<file path="config.mk">
export PLATFORM = sky130hd
export DESIGN_NAME = jedec_fuse_stream_parser
export DESIGN_NICKNAME = d
export VERILOG_FILES = /design/src/sv/jfp_pkg.sv /design/src/sv/jedec_fuse_stream_parser.sv /design/src/sv/jfp_char_class.sv /design/src/sv/jfp_parse_core.sv
export VERILOG_INCLUDE_DIRS = /design/src /design/src/sv
export SDC_FILE = /design/constraint.sdc
export NUM_CORES = 1
export LEC_CHECK = 0
export ABC_AREA = 1
export ABC_CLOCK_PERIOD_IN_PS = 3710
export BUFFER_PORTS_ARGS = -buffer_cell sky130_fd_sc_hd__buf_4
export CORE_MARGIN = 2
export CORE_UTILIZATION = 50
export CTS_BUF_LIST = sky130_fd_sc_hd__clkbuf_8
export CTS_CLUSTER_DIAMETER = 80
export DETAILED_ROUTE_END_ITERATION = 8
export GPL_ROUTABILITY_DRIVEN = 0
export PLACE_DENSITY = 0.72
export SLEW_MARGIN = 5
export SYNTH_ARGS = -nofsm -noshare
export SYNTH_HDL_FRONTEND = slang
export SYNTH_SLANG_ARGS = --single-unit
</file>
<file path="constraint.sdc">
create_clock -name clock -period 3.71 [get_ports clock]
set_input_delay 0.742 -clock clock [delete_from_list [all_inputs] [get_ports clock]]
set_output_delay 0.742 -clock clock [all_outputs]
set_load 0.005 [all_outputs]
</file>
<file path="src/sv/assert_macros.svh">
// assertion macros shared by the parser rtl
`ifndef ASSERT_MACROS_SVH
`define ASSERT_MACROS_SVH

// property must hold at every clock edge outside reset
`define JFP_ASSERT(lbl, clk, rst, prop, msg) \
   lbl: assert property (@(posedge clk) disable iff (rst) (prop)) else $error(msg);

// condition must never be seen outside reset
`define JFP_ASSERT_NEVER(lbl, clk, rst, cond, msg) \
   lbl: assert property (@(posedge clk) disable iff (rst) !(cond)) else $error(msg);

`endif

</file>
<file path="src/sv/jfp_pkg.sv">
// types, codes and character constants of the fuse stream parser
package jfp_pkg;

   localparam int MAX_FUSES_DEF = 65536;
   localparam int BYTE_W        = 8;
   localparam int EVENT_W       = 3;
   localparam int ADDR_W        = 16;
   localparam int COUNT_W       = 17;

   // parse phase codes
   localparam logic [1:0] PH_WAIT  = 2'd0;
   localparam logic [1:0] PH_START = 2'd1;
   localparam logic [1:0] PH_BODY  = 2'd2;

   // field kinds
   localparam logic [1:0] FK_OTHER = 2'd0;
   localparam logic [1:0] FK_Q     = 2'd1;
   localparam logic [1:0] FK_F     = 2'd2;
   localparam logic [1:0] FK_L     = 2'd3;

   // number scan phases
   localparam logic [2:0] NP_BEGIN  = 3'd0;
   localparam logic [2:0] NP_PRE    = 3'd1;
   localparam logic [2:0] NP_DIGITS = 3'd2;
   localparam logic [2:0] NP_AFTER  = 3'd3;
   localparam logic [2:0] NP_SIGN   = 3'd4;
   localparam logic [2:0] NP_IGNORE = 3'd5;

   // event codes
   localparam logic [EVENT_W-1:0] EV_NONE  = 3'd0;
   localparam logic [EVENT_W-1:0] EV_COUNT = 3'd1;
   localparam logic [EVENT_W-1:0] EV_FILL  = 3'd2;
   localparam logic [EVENT_W-1:0] EV_WRITE = 3'd3;
   localparam logic [EVENT_W-1:0] EV_DONE  = 3'd4;
   localparam logic [EVENT_W-1:0] EV_ERROR = 3'd5;

   // characters
   localparam logic [BYTE_W-1:0] CH_STX   = 8'h02;
   localparam logic [BYTE_W-1:0] CH_ETX   = 8'h03;
   localparam logic [BYTE_W-1:0] CH_TAB   = 8'h09;
   localparam logic [BYTE_W-1:0] CH_CR    = 8'h0D;
   localparam logic [BYTE_W-1:0] CH_SPACE = 8'h20;
   localparam logic [BYTE_W-1:0] CH_STAR  = 8'h2A;
   localparam logic [BYTE_W-1:0] CH_PLUS  = 8'h2B;
   localparam logic [BYTE_W-1:0] CH_MINUS = 8'h2D;
   localparam logic [BYTE_W-1:0] CH_ZERO  = 8'h30;
   localparam logic [BYTE_W-1:0] CH_ONE   = 8'h31;
   localparam logic [BYTE_W-1:0] CH_NINE  = 8'h39;
   localparam logic [BYTE_W-1:0] CH_Q     = 8'h51;
   localparam logic [BYTE_W-1:0] CH_F     = 8'h46;
   localparam logic [BYTE_W-1:0] CH_L     = 8'h4C;

   // decoded view of one input byte
   typedef struct packed {
      logic       is_stx;
      logic       is_etx;
      logic       is_space;
      logic       is_digit;
      logic [3:0] digit;
      logic       is_star;
      logic       is_plus;
      logic       is_minus;
      logic       is_bit;
      logic       is_q;
      logic       is_f;
      logic       is_l;
   } char_class_type;

   // one result beat
   typedef struct packed {
      logic [EVENT_W-1:0] event_res;
      logic [ADDR_W-1:0]  fuse_address;
      logic               fuse_value;
      logic [COUNT_W-1:0] fuse_count;
   } result_type;

endpackage

</file>
<file path="src/sv/jedec_fuse_stream_parser.sv">
// top level: jedec fuse text parser with input and result registers
//
//  channel | ports                                   | direction
//  req     | req_valid req_ready req_data_byte       | text byte in
//  rsp     | rsp_valid rsp_ready rsp_event_res ...   | one event beat per byte out
//
// one beat per byte, one byte per cycle sustained while rsp_ready holds; rsp valid
// after req accept via the input register, then parse logic into the result register.
// the state update of the parser is the only loop, closed through its state registers.
// reset clears the parser to waiting for STX and empties both registers.
// a stalled rsp holds its beat; req keeps flowing until both registers are full.
module jedec_fuse_stream_parser #(
   parameter int MAX_FUSES = jfp_pkg::MAX_FUSES_DEF
) (
   input  logic                            clock,
   input  logic                            reset,
   input  logic                            req_valid,
   output logic                            req_ready,
   input  logic [jfp_pkg::BYTE_W-1:0]      req_data_byte,
   output logic                            rsp_valid,
   input  logic                            rsp_ready,
   output logic [jfp_pkg::EVENT_W-1:0]     rsp_event_res,
   output logic [jfp_pkg::ADDR_W-1:0]      rsp_fuse_address,
   output logic                            rsp_fuse_value,
   output logic [jfp_pkg::COUNT_W-1:0]     rsp_fuse_count
);
   import jfp_pkg::*;

   logic              in_valid_ff, in_valid_in;
   logic [BYTE_W-1:0] byte_ff;
   logic              out_valid_ff, out_valid_in;
   result_type        rsp_ff;
   result_type        result;
   char_class_type    cls;
   logic              advance;
   logic              req_take;

   // handshake control
   assign advance      = in_valid_ff && (!out_valid_ff || rsp_ready);
   assign req_ready    = !in_valid_ff || advance;
   assign req_take     = req_valid && req_ready;
   assign in_valid_in  = req_take || (in_valid_ff && !advance);
   assign out_valid_in = advance || (out_valid_ff && !rsp_ready);

   // byte decode
   jfp_char_class u_class (
      .data_byte (byte_ff),
      .cls       (cls)
   );

   // parser
   jfp_parse_core #(
      .MAX_FUSES (MAX_FUSES)
   ) u_core (
      .clock   (clock),
      .reset   (reset),
      .step    (advance),
      .cls     (cls),
      .bit_val (byte_ff[0]),
      .result  (result)
   );

   // valid flags
   always_ff @(posedge clock) begin
      if (reset) begin
         in_valid_ff  <= 1'b0;
         out_valid_ff <= 1'b0;
      end else begin
         in_valid_ff  <= in_valid_in;
         out_valid_ff <= out_valid_in;
      end
   end

   // payload registers
   always_ff @(posedge clock) begin
      if (req_take) begin
         byte_ff <= req_data_byte;
      end
      if (advance) begin
         rsp_ff <= result;
      end
   end

   assign rsp_valid        = out_valid_ff;
   assign rsp_event_res    = rsp_ff.event_res;
   assign rsp_fuse_address = rsp_ff.fuse_address;
   assign rsp_fuse_value   = rsp_ff.fuse_value;
   assign rsp_fuse_count   = rsp_ff.fuse_count;

endmodule

</file>
<file path="src/sv/jfp_char_class.sv">
// byte decoder: classifies one text byte for the parser
module jfp_char_class (
   input  logic [jfp_pkg::BYTE_W-1:0] data_byte,
   output jfp_pkg::char_class_type    cls
);
   import jfp_pkg::*;

   // per-character flags
   always_comb begin
      cls.is_stx   = (data_byte == CH_STX);
      cls.is_etx   = (data_byte == CH_ETX);
      cls.is_space = (data_byte == CH_SPACE) ||
                     ((data_byte >= CH_TAB) && (data_byte <= CH_CR));
      cls.is_digit = (data_byte >= CH_ZERO) && (data_byte <= CH_NINE);
      // low nibble of an ascii digit is its value
      cls.digit    = data_byte[3:0];
      cls.is_star  = (data_byte == CH_STAR);
      cls.is_plus  = (data_byte == CH_PLUS);
      cls.is_minus = (data_byte == CH_MINUS);
      cls.is_bit   = (data_byte == CH_ZERO) || (data_byte == CH_ONE);
      cls.is_q     = (data_byte == CH_Q);
      cls.is_f     = (data_byte == CH_F);
      cls.is_l     = (data_byte == CH_L);
   end

endmodule

</file>
<file path="src/sv/jfp_parse_core.sv">
// parser state and next-state logic, one byte per step
`include "assert_macros.svh"

module jfp_parse_core #(
   parameter int MAX_FUSES = jfp_pkg::MAX_FUSES_DEF
) (
   input  logic                    clock,
   input  logic                    reset,
   input  logic                    step,
   input  jfp_pkg::char_class_type cls,
   input  logic                    bit_val,
   output jfp_pkg::result_type     result
);
   import jfp_pkg::*;

   localparam int CAP = MAX_FUSES + 1;
   localparam int AW  = $clog2(MAX_FUSES + 2);
   localparam int XW  = AW + 4;

   logic [1:0]    phase_ff, phase_in;
   logic [1:0]    kind_ff, kind_in;
   logic [2:0]    nphase_ff, nphase_in;
   logic [AW-1:0] acc_ff, acc_in;
   logic [AW-1:0] count_ff, count_in;
   logic          declared_ff, declared_in;
   logic [AW-1:0] baddr_ff, baddr_in;
   logic          failed_ff, failed_in;

   logic [XW-1:0]      acc_sum;
   logic [AW-1:0]      acc_next;
   logic               have_num;
   logic               fail;
   logic [EVENT_W-1:0] ev;
   logic [AW-1:0]      ev_addr;
   logic               ev_val;

   // decimal accumulate, saturating one above the fuse limit
   assign acc_sum  = XW'({acc_ff, 3'b000}) + XW'({acc_ff, 1'b0}) + XW'(cls.digit);
   assign acc_next = (acc_sum > XW'(CAP)) ? AW'(CAP) : AW'(acc_sum);
   assign have_num = (nphase_ff == NP_DIGITS) || (nphase_ff == NP_AFTER);

   // next state and event
   always_comb begin
      phase_in    = phase_ff;
      kind_in     = kind_ff;
      nphase_in   = nphase_ff;
      acc_in      = acc_ff;
      count_in    = count_ff;
      declared_in = declared_ff;
      baddr_in    = baddr_ff;
      failed_in   = failed_ff;
      fail        = 1'b0;
      ev          = EV_NONE;
      ev_addr     = '0;
      ev_val      = 1'b0;

      unique case (phase_ff)
         PH_WAIT: begin
            if (cls.is_stx) begin
               phase_in    = PH_START;
               declared_in = 1'b0;
               count_in    = '0;
            end
         end
         PH_START: begin
            if (cls.is_etx) begin
               ev       = EV_DONE;
               phase_in = PH_WAIT;
            end else if (!cls.is_space) begin
               kind_in   = cls.is_q ? FK_Q : cls.is_f ? FK_F : cls.is_l ? FK_L : FK_OTHER;
               nphase_in = NP_BEGIN;
               acc_in    = '0;
               failed_in = 1'b0;
               phase_in  = PH_BODY;
               if (cls.is_l && !declared_ff) begin
                  fail = 1'b1;
               end
            end
         end
         PH_BODY: begin
            if (cls.is_star) begin
               // field end
               phase_in = PH_START;
               if (kind_ff == FK_Q && have_num) begin
                  if (declared_ff || acc_ff > AW'(MAX_FUSES)) begin
                     fail = 1'b1;
                  end else begin
                     count_in    = acc_ff;
                     declared_in = 1'b1;
                     ev          = EV_COUNT;
                  end
               end else if (kind_ff == FK_F) begin
                  if (declared_ff && have_num && acc_ff <= AW'(1) &&
                      !(failed_ff && acc_ff != '0)) begin
                     ev     = EV_FILL;
                     ev_val = acc_ff[0];
                  end else begin
                     fail = 1'b1;
                  end
               end else if (kind_ff == FK_L && !have_num) begin
                  fail = 1'b1;
               end else if (kind_ff == FK_L && nphase_ff == NP_DIGITS) begin
                  baddr_in = acc_ff;
               end
            end else begin
               unique case (kind_ff)
                  FK_Q: begin
                     if (nphase_ff == NP_BEGIN) begin
                        nphase_in = cls.is_f ? NP_PRE : NP_IGNORE;
                     end else if (nphase_ff == NP_PRE) begin
                        if (cls.is_digit) begin
                           nphase_in = NP_DIGITS;
                           acc_in    = acc_next;
                        end else if (!cls.is_space) begin
                           nphase_in = NP_IGNORE;
                        end
                     end else if (nphase_ff == NP_DIGITS) begin
                        if (cls.is_digit) acc_in = acc_next;
                        else nphase_in = NP_AFTER;
                     end
                  end
                  FK_F: begin
                     if (nphase_ff == NP_BEGIN || nphase_ff == NP_SIGN) begin
                        if (cls.is_digit) begin
                           nphase_in = NP_DIGITS;
                           acc_in    = acc_next;
                        end else if (nphase_ff == NP_BEGIN && cls.is_space) begin
                           nphase_in = nphase_ff;
                        end else if (nphase_ff == NP_BEGIN && (cls.is_plus || cls.is_minus)) begin
                           nphase_in = NP_SIGN;
                           failed_in = cls.is_minus;
                        end else begin
                           nphase_in = NP_IGNORE;
                        end
                     end else if (nphase_ff == NP_DIGITS) begin
                        if (cls.is_digit) acc_in = acc_next;
                        else nphase_in = NP_AFTER;
                     end
                  end
                  FK_L: begin
                     if (nphase_ff == NP_BEGIN) begin
                        if (cls.is_digit) begin
                           nphase_in = NP_DIGITS;
                           acc_in    = acc_next;
                        end else if (!cls.is_space) begin
                           fail = 1'b1;
                        end
                     end else if (nphase_ff == NP_DIGITS) begin
                        if (cls.is_digit) begin
                           acc_in = acc_next;
                        end else begin
                           baddr_in  = acc_ff;
                           nphase_in = NP_AFTER;
                        end
                     end else if (cls.is_bit) begin
                        // one fuse bit
                        if (baddr_ff >= count_ff) begin
                           fail = 1'b1;
                        end else begin
                           ev       = EV_WRITE;
                           ev_addr  = baddr_ff;
                           ev_val   = bit_val;
                           baddr_in = baddr_ff + AW'(1);
                        end
                     end
                  end
                  default: begin
                     kind_in = kind_ff;
                  end
               endcase
            end
         end
         default: begin
            phase_in = PH_WAIT;
         end
      endcase

      // format error drops back to waiting for the next file
      if (fail) begin
         ev       = EV_ERROR;
         phase_in = PH_WAIT;
      end
   end

   // result beat; count is reported as updated by this byte
   always_comb begin
      result.event_res    = ev;
      result.fuse_address = ADDR_W'(ev_addr);
      result.fuse_value   = ev_val;
      result.fuse_count   = COUNT_W'(count_in);
   end

   // state registers, advanced once per byte
   always_ff @(posedge clock) begin
      if (reset) begin
         phase_ff    <= PH_WAIT;
         kind_ff     <= FK_OTHER;
         nphase_ff   <= NP_BEGIN;
         acc_ff      <= '0;
         count_ff    <= '0;
         declared_ff <= 1'b0;
         baddr_ff    <= '0;
         failed_ff   <= 1'b0;
      end else if (step) begin
         phase_ff    <= phase_in;
         kind_ff     <= kind_in;
         nphase_ff   <= nphase_in;
         acc_ff      <= acc_in;
         count_ff    <= count_in;
         declared_ff <= declared_in;
         baddr_ff    <= baddr_in;
         failed_ff   <= failed_in;
      end
   end

   // checks
   `JFP_ASSERT(a_write_in_range, clock, reset, (step && ev == EV_WRITE) |-> (declared_ff && baddr_ff < count_ff), "fuse write outside declared count")
   `JFP_ASSERT(a_count_once, clock, reset, (step && ev == EV_COUNT) |=> (declared_ff && !$past(declared_ff)), "fuse count declared twice")
   `JFP_ASSERT(a_acc_capped, clock, reset, step |=> (acc_ff <= AW'(CAP)), "accumulator beyond saturation")
   `JFP_ASSERT_NEVER(a_error_stays, clock, reset, $past(step && (ev == EV_ERROR || ev == EV_DONE)) && phase_ff != PH_WAIT && !$past(reset), "parser not waiting after error or done")

endmodule
</file>
==> metrics.cfg <==
[floorplanning]
floorplan.initialDensity_pct=50.7
num_rows=45
dieArea_um2=16300
core_area_um2=15000
die_x_um=127
die_h_um=127
io_pins=51

[synthesis]
synth.area.top_cells=edfxtp_1, dfxtp_1, nand2_1
synth_top_area_share_pct=17.7
ys_warn_count=0
yosys_most_used_dff=dfxtp_1
synth_cell_types=46
ys_ff_latch=107
synth.largest_area_cell=edfxtp_1
synth_edf_count=45
avgSynthCellArea_um2=6.96
syn-instance-count=1096
synth_area_um2=7620
synth.net_count=1168
async_flop_share_pct=0
yosysSeqAreaShare_pct=34.0

[pwr]
powerDensity_nw_per_um2=254
power.total_mw=2.12
leakagePower_nw=3.91
vdd_drop_max_v=0.000183

[sta]
drv_slew=0
fmax_ghz=0.303
worstMarginPinSlew_ns=1.03
slew_headroom_pct=31.3
skew_ns=0.0107
timing.final.crit_share_pct=89.0
fin_setup_tns_ns=0
finalCriticalPeriod_ns=3.30
rsz0062_at_grt=no
setup_viol=0
hold_violations=0

[grt]
grt_pass1_vias=6730
antenna_found_initial=0
grt_overflow=0
grt_usage_pct=25.2
grt_max_degree=41
grt_pass1_wl_um=32900

[worst_setup_path]
r2r_start=u_core.acc_ff[0]$_SDFFE_PP0P_
path_buf_inv=3
setup.worst_path.start=u_core.acc_ff[0]$_SDFFE_PP0P_
criticalPathCategory=flop to flop
cp_slowest_cell=fa_1
crit_chain=inv_1 > fa_1 > fa_1 > inv_1 > nand2_1 > nand2_1 > nand3_2 > nand2_2 > nand3_1 > nand3_1 > nand4_1 > nor2_2 > buf_4 > nand3_1 > nand2_1 > nand2_1 > nand2_1 > nand2_1 > a21oi_1
timing.critical_path.mode_cell=nand2_1
crit_fanout=8
crit_path_end=u_core.acc_ff[1]$_SDFFE_PP0P_
crit_cells=19
end_kind=flop
worstPathRequired_ns=4.03
cp_top_family=simple AND/OR/NAND/NOR gates
cp.arrival_ns=3.62
reg2reg_slack_ns=0.41
start_kind=flop
cpPeakStageDelay_ns=0.52
r2r_cells=19
timing.rr.end=u_core.acc_ff[1]$_SDFFE_PP0P_

[clock_tree]
htreeDepth=3
cts_made_buffers=9
clk_path_buf_depth=2
cts_tree=yes
cts_root_buf=clkbuf_8
cts.sinks=107
clk_pin_slew_worst_paths_ns=0.10
cts_resized=0
clock_latency_ns=0.39
cts-hold-fix-buffers=0

[routing]
drc=0
routed_via_density=5.42
first_pass_iters=5
num_vias=7214
ant_nets=0
drt_wl_total_um=20000
routedWlPerCell_um=15.0
first_iter_violations=632

[final_layout]
nNetsFinal=1210
synthToLayoutAreaGrowth_pct=9.52
antennaDiodeCount=0
layout-drive-gt1-share_pct=10.4

[placement]
hpwl_um=15200
port_buffers=50

[status]
status=complete, no violations

[hold_path]
hp-class=flop to flop

[job]
max_cap_viol_count=0

[synthesized netlist by cell type, types with 3 or more instances]
library cell,instances
a211oi_1,3
nand3_1,52
nand4_1,23
a21oi_2,3
o211ai_1,3
clkbuf_1,19
inv_1,175
a21oi_1,93
ha_1,58
nand2_1,267
nand3b_1,4
nand2_2,10
o22ai_1,20
nor3_2,5
o21ai_0,69
xor2_1,11
buf_2,6
edfxtp_1,45
nand3_2,3
o21ai_1,9
nor2_1,90
inv_2,6
dfxtp_1,62
nor2_2,7
nor3_1,17
buf_4,5
a31oi_1,5
[final cells by class]
cell class,count,area [um^2]
fill,1466,6680
multi-input combinational,777,4210
sequential,107,2590
inverter,181,679
timing repair buffer,62,465
tap,188,235
clock buffer,9,124
clock inverter,7,43.8
[worst min path at each step]
| stage | to | from | cells past startpoint |
|---|---|---|---|
| 2_1_floorplan | rsp_valid$_SDFF_PP0_ | in_valid_ff$_SDFF_PP0_ | 2 |
| 3_3_place_gp | rsp_valid$_SDFF_PP0_ | in_valid_ff$_SDFF_PP0_ | 2 |
| 3_5_place_dp | rsp_valid$_SDFF_PP0_ | in_valid_ff$_SDFF_PP0_ | 2 |
| 4_1_cts | rsp_valid$_SDFF_PP0_ | in_valid_ff$_SDFF_PP0_ | 2 |
| 5_1_grt | rsp_valid$_SDFF_PP0_ | in_valid_ff$_SDFF_PP0_ | 2 |
| 6_report | rsp_valid$_SDFF_PP0_ | in_valid_ff$_SDFF_PP0_ | 2 |
[tightest hold or removal path: cells and delay by family (launching register included)]
kind | cells | cell delay (ns)
AO/OA/AOI/OAI | 1 | 0.05
buffers and inverters | 1 | 0.05
flip-flops | 1 | 0.33
[placed cells by master, fill, tap and decap left out, types with 20 or more instances in the layout]
| master | Yosys | routed |
|---|---|---|
| a21oi_1 | 93 | 93 |
| nand3_1 | 52 | 52 |
| ha_1 | 58 | 58 |
| dfxtp_1 | 62 | 62 |
| nand2_1 | 267 | 267 |
| o21ai_0 | 69 | 69 |
| nor2_1 | 90 | 90 |
| inv_1 | 175 | 176 |
| nand4_1 | 23 | 23 |
| buf_4 | 5 | 62 |
| edfxtp_1 | 45 | 45 |
| o22ai_1 | 20 | 20 |
[stage by stage]
| step | area [um^2] | util [%] | std cells | setup WS, ns | hold WS, ns |
|---|---|---|---|---|---|
| detailed placement | 8170 | 54.3 | 1313 | 0.395 | 0.467 |
| global route | 8350 | 55.5 | 1331 | 0.0463 | 0.490 |
| global placement | 8170 | 54.3 | 1313 | 0.476 | 0.457 |
| finish | 8350 | 55.5 | 1331 | 0.409 | 0.476 |
| floorplan | 7620 | - | 1096 | 0.820 | 0.443 |
| CTS | 8340 | 55.4 | 1329 | 0.355 | 0.481 |
[cell families (layout without fill, tap and decap cells)]
kind of cell	Yosys count	count (layout)	synth area share (%)
XOR/XNOR	11	11	1.26
buffers and inverters	212	259	10.8
AO/OA/AOI/OAI	216	216	15.6
flip-flops	107	107	34.0
AND/OR/NAND/NOR	490	490	28.3
adder cells (fa/ha/maj)	60	60	10.0
[sequential cells by signal, indices dropped and copies added, names as in the netlist, 2 cells and up]
name / count
rsp_fuse_count: 17
u_core.kind_ff: 2
u_core.count_ff: 17
rsp_fuse_address: 16
u_core.nphase_ff: 3
u_core.phase_ff: 2
byte_ff: 8
u_core.acc_ff: 17
rsp_event_res: 3
u_core.baddr_ff: 17
[power by group]
part           total, mW  leakage [nW]  internal [mW]  switching [mW]
clock network      0.649        0.0805          0.241           0.408
registers           1.28         0.926           1.27          0.0156
logic              0.192          2.91         0.0740           0.118
[what timing repair did]
action | CTS | global route
hold endpoints to repair | 0 | 0
setup buffers | 0 | 2
endpoints found under the setup margin | 0 | 1
[metal layers]
metal	routed length [um]	global-route usage (%)	vias to the layer above
li1	-	-	3676
met1	9220	33.5	3278
met2	9220	41.5	223
met3	1070	4.31	37
met4	501	8.92	0
met5	0	0	-
Power figures use the tool's default switching activity.
